===== src/design/pnoise_ram.sv =====
// Generic single-write, single-read RAM with registered read data.
`timescale 1ns / 1ps
module pnoise_ram #(
  parameter int WIDTH = 8,
  parameter int DEPTH = 256
) (
  input  logic                     clk,
  input  logic                     we,
  input  logic [$clog2(DEPTH)-1:0] waddr,
  input  logic [WIDTH-1:0]         wdata,
  input  logic [$clog2(DEPTH)-1:0] raddr,
  output logic [WIDTH-1:0]         rdata
);
  logic [WIDTH-1:0] mem [DEPTH];

  always_ff @(posedge clk) begin
    if (we) begin
      mem[waddr] <= wdata;
    end
    rdata <= mem[raddr];
  end
endmodule


===== config.mk =====
export PLATFORM = sky130hd
export DESIGN_NAME = pnoise_ram
export DESIGN_NICKNAME = d
export VERILOG_FILES = /design/src/design/pnoise_ram.sv
export SDC_FILE = /design/constraint.sdc
export NUM_CORES = 2
export LEC_CHECK = 0
export BUFFER_PORTS_ARGS = -buffer_cell sky130_fd_sc_hd__buf_2
export CORE_MARGIN = 10
export CORE_UTILIZATION = 40
export CTS_BUF_LIST = sky130_fd_sc_hd__clkbuf_16
export CTS_CLUSTER_DIAMETER = 80
export DETAILED_ROUTE_END_ITERATION = 12
export PLACE_DENSITY = 0.54
export REMOVE_ABC_BUFFERS = 1
export SYNTH_ARGS = -nofsm -noshare
export SYNTH_HDL_FRONTEND = slang
export SYNTH_SLANG_ARGS = --single-unit

===== constraint.sdc =====
create_clock -name clk -period 2.6 [get_ports clk]
set_input_delay 0 -clock clk [delete_from_list [all_inputs] [get_ports clk]]
set_output_delay 0 -clock clk [all_outputs]
set_load 0.05 [all_outputs]

==> results.py <==
metrics = {
    "run_status": {
        "outcome": "complete, but fails checks",
        "violations": "negative setup slack",
    },
    "placed_design": {
        "place.gp.congestion": 0.831,
        "dp_hpwl_um": 136000,
        "place_ws_ps": -565,
        "io_buffer_count": 33,
        "post_dp_cell_area_um2": 87000,
    },
    "global_routing": {
        "grt_pass1_vias": 40800,
        "grt_max_degree": 106,
        "grt.total_usage": 0.194,
        "grt_pass1_wl_um": 306000,
        "grt_overflow": 0,
        "antenna_found_initial": 10,
    },
    "clock_network": {
        "cts_buffer_depth": 3,
        "root_buffer": "clkbuf_16",
        "clkLatencyLatePin_ps": 840,
        "clk_pin_slew_ps": 60,
        "tritoncts": "done",
        "htree_levels": 4,
        "cts_buffers": 208,
        "cts.sinks": 2056,
    },
    "layout": {
        "final_nets": 4382,
        "drive_above_1_share": 0.308,
        "design_area_um2": 93800,
        "final_common_cell": "edfxtp_1",
        "final_cell_mix": "edfxtp_1 (2,048), buf_4 (534), mux4_2 (454), nor2_1 (279), clkbuf_16 (211)",
        "areaGrowthSynthToFinish_pct": 17.9,
    },
    "critical_path": {
        "worstPathCellList": "mux4_2, a22oi_1, a21oi_1, nor4_1, buf_4, nor4_2",
        "arrival_ps": 3320,
        "reg2reg_setup_slack_ps": -7,
        "cp_max_fo": 1,
        "worstPathRequired_ps": 3320,
        "cpMaxStageDelayCell": "nor4_1",
        "critPathLaunchType": "flip-flop",
        "endpoint_kind": "flip-flop",
        "path_class": "reg -> reg",
        "path_delay_family": "simple AND/OR/NAND/NOR gates",
        "path_buf_inv": 1,
        "crit_path_max_incr_delay_ps": 850,
    },
    "pwr": {
        "vdd.ir_drop.worst_mv": 0.755,
        "p_per_area_nw_per_um2": 736,
        "leakage_nw": 30.2,
    },
    "die": {
        "dieArea_um2": 217000,
        "num_rows": 163,
        "die_h_um": 466,
        "dieWidth_um": 466,
        "ios": 34,
        "initial_core_util": 0.403,
        "core_area_um2": 198000,
    },
    "yosys": {
        "yosys_warnings": 0,
        "synthesis.instances": 3733,
        "syn_area_per_cell_um2": 21.3,
        "synth_cell_types": 55,
        "async_flop_share": 0,
        "yosysSeqAreaShare": 0.775,
        "synth_area_um2": 79600,
        "ys_ff_latch": 2056,
        "synth_edf_count": 2048,
        "synth_ff_type": "edfxtp_1",
    },
    "run": {
        "cap_violations": 0,
    },
    "sta": {
        "clock-skew-final_ps": 45.2,
        "min_period_over_period": 1.00,
        "min_period_ps": 2610,
        "worst_pin_slew_ps": 944,
        "fmax_mhz": 384,
        "max_slew_margin": 0.365,
        "rsz0062_at_grt": "false",
        "slew_violations": 0,
        "setup-violations-final": 1,
        "setup_slack_ps": -6.66,
        "finalHoldViolCount": 0,
        "whs_ps": 58.1,
    },
    "drt": {
        "dr.pass1.iters": 5,
        "route.detailed.drc": 0,
        "routed_wl_um": 213000,
        "via_count": 40200,
        "ant_nets": 0,
        "wl_per_cell_um": 29.8,
        "first_iter_violations": 4253,
        "vias_per_cell": 5.61,
    },
    "hold_path": {
        "hp-class": "in -> reg",
    },
}
logic make-up after synthesis:
group	count (synthesis)	share of synthesized area
muxes	591	0.146
AOI/OAI and AO/OA	385	0.0342
buffers and inverters	235	0.0183
DFF	2056	0.775
and+or+nand+nor	466	0.0263
synthesized netlist by cell type, types with 3 or more instances:
| cell | number | area share |
|---|---|---|
| buf_6 | 21 | 0.0030 |
| nor2_1 | 282 | 0.013 |
| nand3_1 | 34 | 0.0021 |
| nor4_1 | 24 | 0.0019 |
| o32ai_1 | 4 | 0.00044 |
| a221oi_1 | 13 | 0.0014 |
| edfxtp_1 | 2048 | 0.77 |
| nand4_1 | 10 | 0.00079 |
| dfxtp_1 | 8 | 0.0020 |
| buf_4 | 27 | 0.0025 |
| o22ai_1 | 28 | 0.0022 |
| buf_2 | 31 | 0.0020 |
| nor2b_1 | 31 | 0.0024 |
| a22o_1 | 8 | 0.00088 |
| buf_12 | 8 | 0.0020 |
| buf_1 | 22 | 0.0010 |
| mux2i_1 | 134 | 0.017 |
| o211ai_1 | 10 | 0.00094 |
| a21oi_1 | 96 | 0.0060 |
| a22oi_1 | 133 | 0.013 |
| mux4_2 | 454 | 0.13 |
| nand2_1 | 33 | 0.0016 |
| nand2b_1 | 8 | 0.00063 |
| and2_1 | 6 | 0.00047 |
| or2_2 | 4 | 0.00031 |
| buf_8 | 13 | 0.0025 |
| nor3_1 | 22 | 0.0014 |
| nor4_2 | 3 | 0.00047 |
| clkbuf_1 | 111 | 0.0052 |
| o22a_1 | 5 | 0.00055 |
| o221ai_1 | 46 | 0.0051 |
| a211oi_1 | 16 | 0.0015 |
| o21ai_0 | 10 | 0.00063 |
state kept, by name (all words and copies together), names as in the netlist:
register and count:
mem 2048, rdata 8
where the power goes:
part	switching, mW	leakage (nW)	internal, mW
clock network	12.4	3.36	16.1
logic	2.39	8.37	1.44
registers	0.0741	18.5	36.5
worst reg2reg max path, stage by stage (launching register included):
cell and delay, ps:
edfxtp_1 370, mux4_2 510, a22oi_1 250, a21oi_1 210, nor4_1 860, buf_4 260
nor4_2 50
through the flow:
| stage | TNS (ps) | power (mW) | instances | util |
|---|---|---|---|---|
| finish | -6.66 | 69.0 | 7172 | 0.474 |
| detailed placement | -2850 | 41.2 | 6769 | 0.440 |
| CTS | 0 | 69.6 | 7169 | 0.474 |
| global route | 0 | 71.1 | 7170 | 0.474 |
| global placement | -2750 | 41.2 | 6769 | 0.440 |
| floorplan | 0 | 38.6 | 3500 | - |
repair_timing:
item / CTS / global route
gates resized for setup: 4 / 2
setup buffers: 0 / 0
hold buffers: 17 / 0
endpoints found under the hold margin: 1920 / 0
endpoints found under the setup margin: 4 / 2
layout make-up:
type | instances | area [um2]
well taps | 2640 | 3300
fillers | 16300 | 104000
flip-flops and latches | 2056 | 61700
diodes | 3 | 7.51
clock inverters | 172 | 1230
clock buffers | 211 | 5280
repair buffers | 646 | 5720
inverters | 2 | 7.51
multi-input cells | 1442 | 16600
worst paths after layout:
kind	start	end	cells after the start
setup / recovery	mem[210][2]	rdata[2]	6
setup reg to reg	mem[210][2]	rdata[2]	6
hold / removal	we	mem[137][7]	4
hold reg to reg	mem[40][3]	rdata[3]	6
routing by layer:
metal	up-vias	wire, um	track usage
li1	17000	-	-
met3	287	13200	0.0321
met5	-	13	0
met2	1374	103000	0.312
met4	2	5110	0.0489
met1	21600	92100	0.277
Power figures use the tool's default switching activity.
