===== src/design/pnoise_div.sv =====
// Restoring divider, one quotient bit per cycle, truncates toward zero.
`timescale 1ns / 1ps
module pnoise_div #(
  parameter int NW = 40,
  parameter int DW = 20
) (
  input  logic                 clk,
  input  logic                 rst,
  input  logic                 start,
  input  logic signed [NW-1:0] num,
  input  logic [DW-1:0]        den,
  output logic                 done,
  output logic signed [NW-1:0] quo
);
  localparam int CW = $clog2(NW + 1);

  logic          active;
  logic [CW-1:0] cnt;
  logic [DW-1:0] rem;
  logic [DW-1:0] dsr;
  logic [NW-1:0] q;
  logic          neg;
  logic [DW:0]   shifted;
  logic [DW:0]   diff;

  assign shifted = {rem, q[NW-1]};
  assign diff = shifted - {1'b0, dsr};
  assign quo = neg ? -$signed(q) : $signed(q);

  always_ff @(posedge clk) begin
    if (rst) begin
      active <= 1'b0;
      done <= 1'b0;
      cnt <= '0;
    end else begin
      done <= 1'b0;
      if (start) begin
        active <= 1'b1;
        cnt <= CW'(NW);
      end else if (active) begin
        cnt <= cnt - 1'b1;
        if (cnt == CW'(1)) begin
          active <= 1'b0;
          done <= 1'b1;
        end
      end
    end
  end

  always_ff @(posedge clk) begin
    if (start) begin
      neg <= num[NW-1];
      q <= num[NW-1] ? NW'(-num) : NW'(num);
      rem <= '0;
      dsr <= den;
    end else if (active) begin
      if (!diff[DW]) begin
        rem <= diff[DW-1:0];
        q <= {q[NW-2:0], 1'b1};
      end else begin
        rem <= shifted[DW-1:0];
        q <= {q[NW-2:0], 1'b0};
      end
    end
  end
endmodule


===== config.mk =====
export PLATFORM = sky130hd
export DESIGN_NAME = pnoise_div
export DESIGN_NICKNAME = d
export VERILOG_FILES = /design/src/design/pnoise_div.sv
export SDC_FILE = /design/constraint.sdc
export NUM_CORES = 1
export LEC_CHECK = 0
export ABC_CLOCK_PERIOD_IN_PS = 3300
export BUFFER_PORTS_ARGS = -buffer_cell sky130_fd_sc_hd__buf_2
export CELL_PAD_IN_SITES_DETAIL_PLACEMENT = 0
export CELL_PAD_IN_SITES_GLOBAL_PLACEMENT = 1
export CORE_MARGIN = 4
export CORE_UTILIZATION = 44
export CTS_CLUSTER_DIAMETER = 50
export DETAILED_ROUTE_END_ITERATION = 6
export HOLD_SLACK_MARGIN = 0.03
export MAX_ROUTING_LAYER = met4
export PLACE_DENSITY = 0.82
export SLEW_MARGIN = 20
export SYNTH_ARGS = -nofsm -noshare
export SYNTH_HDL_FRONTEND = slang
export SYNTH_SLANG_ARGS = --single-unit

===== constraint.sdc =====
create_clock -name clk -period 3.3 [get_ports clk]
set_input_delay 0.165 -clock clk [delete_from_list [all_inputs] [get_ports clk]]
set_output_delay 0.165 -clock clk [all_outputs]
set_load 0.005 [all_outputs]

==> results.ini <==
[clock_network]
clockBufferDepth=2
cts-root-buf=clkbuf_16
cts_tree=yes
cts.sinks=89
cts.htree.levels=3
cts-buffers-inserted=9
clkLatencyLatePin_ns=0.35
clk_pin_slew_ns=0.07

[sta]
worst_slack_ns=-0.2077
setup_viol=9
finalHoldViolCount=0
holdWs_ns=0.07633
finClkSkew_ns=0.01188
rsz0062_at_grt=yes
max_freq_mhz=285.1
finalCriticalPeriod_ns=3.508
final_max_slew_viol_count=0
period_share_pct=106.3
maxSlewHeadroom_pct=31.18
max_slew.worst_pin.slew_ns=1.032

[synthesis]
synth_seq_cells=89
ys.flop_type=edfxtp_1
ys_seq_area_share_pct=38.76
syn_area_sq_um=6172
synthCells=670
ys_warn_count=0
syn_area_per_cell_sq_um=9.212
yosys-top-cells-area=edfxtp_1 30%, dfxtp_1 9.1%, xnor2_1 7.0%
synth_cell_types=63
synth_top_area_share_pct=29.68
async_reset_ff_share_pct=0
synth.net_count=758
synth-edff-count=61
yosys.area.top_type=edfxtp_1

[finish]
drive_gt1_share_pct=22.51
seqCellArea_sq_um=2392
area_growth_pct=23.92
final_area_sq_um=7649
fillers=1239
antennaDiodeCount=0
stdcell_count=984
multi_input_area_sq_um=3636
finalNetCount=887

[placed_design]
place_area_sq_um=6915
gp_congestion=0.8666
io_buffers=103
place_inst=936
hpwl_microns=11270

[floorplan]
die_w_microns=126.4
start_util_pct=44.64
die_area_sq_um=15990
placementRows=43
die_height_microns=126.4
core_area_sq_um=13830
ios=104

[routing]
postRouteAntennaNets=0
vias=5435
finalWirelength_microns=15600
drt-pass1-iter-count=4
drc=0
drt_iter0_drc=416
avgViaCountPerCell=5.523
routedWlPerCell_microns=15.85

[pwr]
power_density_nw_per_um2=461.2
ir_worst_vdd_mv=0.3067
switching_power_w=0.001050
p_comb_share_pct=26.5
p_leak_nw=3.049
clockPowerShare_pct=33.0
seq_power_share_pct=40.5
internal_power_w=0.002477
swShare_pct=29.77

[critical_path]
cp-end-kind=output port
cp-start-kind=flip-flop
critPathKind=reg -> out
crit_fanout=4
arrival_ns=3.34
required_ns=3.13

[global_routing]
grtUsageTotal_pct=19.79
grt_max_degree=64
antenna_found_initial=0
grt_pass1_wl_microns=25320
grt-ovfl-total=0
grt_pass1_vias=5242

[run]
drv_cap=0

[min_path]
hold_class=in -> reg

[outcome]
violations=setup timing
status=complete, but fails checks

-- cell usage in the layout, fill, tap and decap left out, types with 5 or more instances in the layout --
cell type / instances
clkbuf_16: 10
o41ai_1: 8
or3_1: 11
or4_4: 5
xor2_1: 47
nor4_1: 5
nand2_1: 40
mux2i_1: 15
nand3_1: 7
o21ai_0: 36
o31ai_1: 20
edfxtp_1: 61
a211oi_1: 16
a21oi_1: 53
ha_1: 24
dfxtp_1: 28
nor2_1: 69
dlygate4sd3_1: 20
a21o_1: 11
or4_1: 6
inv_1: 34
o21a_1: 6
nor3_1: 14
buf_2: 102
buf_4: 25
xnor2_1: 49
-- worst max-delay path, stage by stage (launching register included) --
cell	delay [ns]
edfxtp_1	0.41
or4_4	0.56
or4_4	0.42
or2_4	0.26
or4_4	0.42
or4_4	0.49
o21ai_2	0.18
xnor2_1	0.12
buf_2	0.13
-- kinds of logic after synthesis --
logic type | share of synthesized area (%)
AO/OA/AOI/OAI | 19.14
XOR/XNOR | 13.76
adder cells (fa/ha/maj) | 5.190
buffers and inverters | 4.095
flip-flops | 38.76
multiplexers | 2.960
AND/OR/NAND/NOR | 16.10
-- power groups by stage --
stage | sequential, W | combinational [W] | clock (W)
2_1_floorplan | 0.00142 | 0.000595 | 0
3_3_place_gp | 0.00144 | 0.000855 | 0
6_report | 0.00143 | 0.000936 | 0.00116
4_1_cts | 0.00142 | 0.000914 | 0.00119
3_5_place_dp | 0.00145 | 0.000874 | 0
5_1_grt | 0.00144 | 0.00104 | 0.00123
-- stage by stage --
stage                     setup WS, ns  util, %  TNS (ns)  total power (W)
after floorplan                 0.3831        -         0         0.002012
final                          -0.2077    55.32    -1.301         0.003527
after CTS                      -0.1723    54.42    -1.153         0.003526
after global routing           -0.2806    55.32    -2.197         0.003714
after global placement          0.1538    50.01         0         0.002298
after detailed placement       0.09650    50.01         0         0.002322
-- sequential cells by signal, indices dropped and copies added, names as in the netlist --
name,count
rem,20
active,1
neg,1
q,40
dsr,20
cnt,6
done,1
-- synthesized netlist by cell type (4+ instances only) --
cell type  count
nor2_1        69
edfxtp_1      61
a21oi_1       54
xnor2_1       49
xor2_1        48
nand2_1       40
o21ai_0       36
inv_1         34
dfxtp_1       28
clkbuf_1      26
ha_1          24
o31ai_1       23
a211oi_1      16
mux2i_1       16
nor3_1        14
or3_1         12
a21o_1        11
o41ai_1        9
or4_1          8
nand3_1        7
nor4_1         7
o21a_1         6
a31oi_1        4
nand3b_1       4
nor2b_1        4
-- layout make-up --
cell class	instances	share of cell area [%]
multi-input combinational	516	47.54
sequential	89	31.28
timing repair buffer	149	12.15
clock buffer	10	3.272
tap	180	2.945
inverter	34	1.669
clock inverter	6	1.145
-- timing repair --
item	CTS	global route
pin swaps	0	4
gates resized for setup	6	15
buffers inserted	6	6
hold buffers	20	0
setup endpoints to repair	9	32
hold endpoints to repair	20	0
-- routing by layer --
layer | global-route usage [%] | wire (microns) | up-vias | share of wire, %
met3 | 4.253 | 723 | 16 | 4.6
met2 | 31.44 | 7516 | 121 | 48
met1 | 25.56 | 7144 | 2580 | 46
li1 | - | - | 2718 | -
met5 | - | 0 | - | 0
met4 | 5.741 | 211 | 0 | 1.4
-- path summary, 6_finish.rpt --
| kind | startpoint | to | slack (ns) | cells past startpoint |
|---|---|---|---|---|
| worst min register to register | rem[4] | rem[4] | 0.50 | 2 |
| worst max-delay path | q[21] | quo[32] | -0.21 | 8 |
| worst max register to register | q[39] | rem[13] | 0.16 | 13 |
| worst min-delay path | rst | cnt[3] | 0.08 | 2 |
Note: power is estimated with default switching activity, not from simulation.
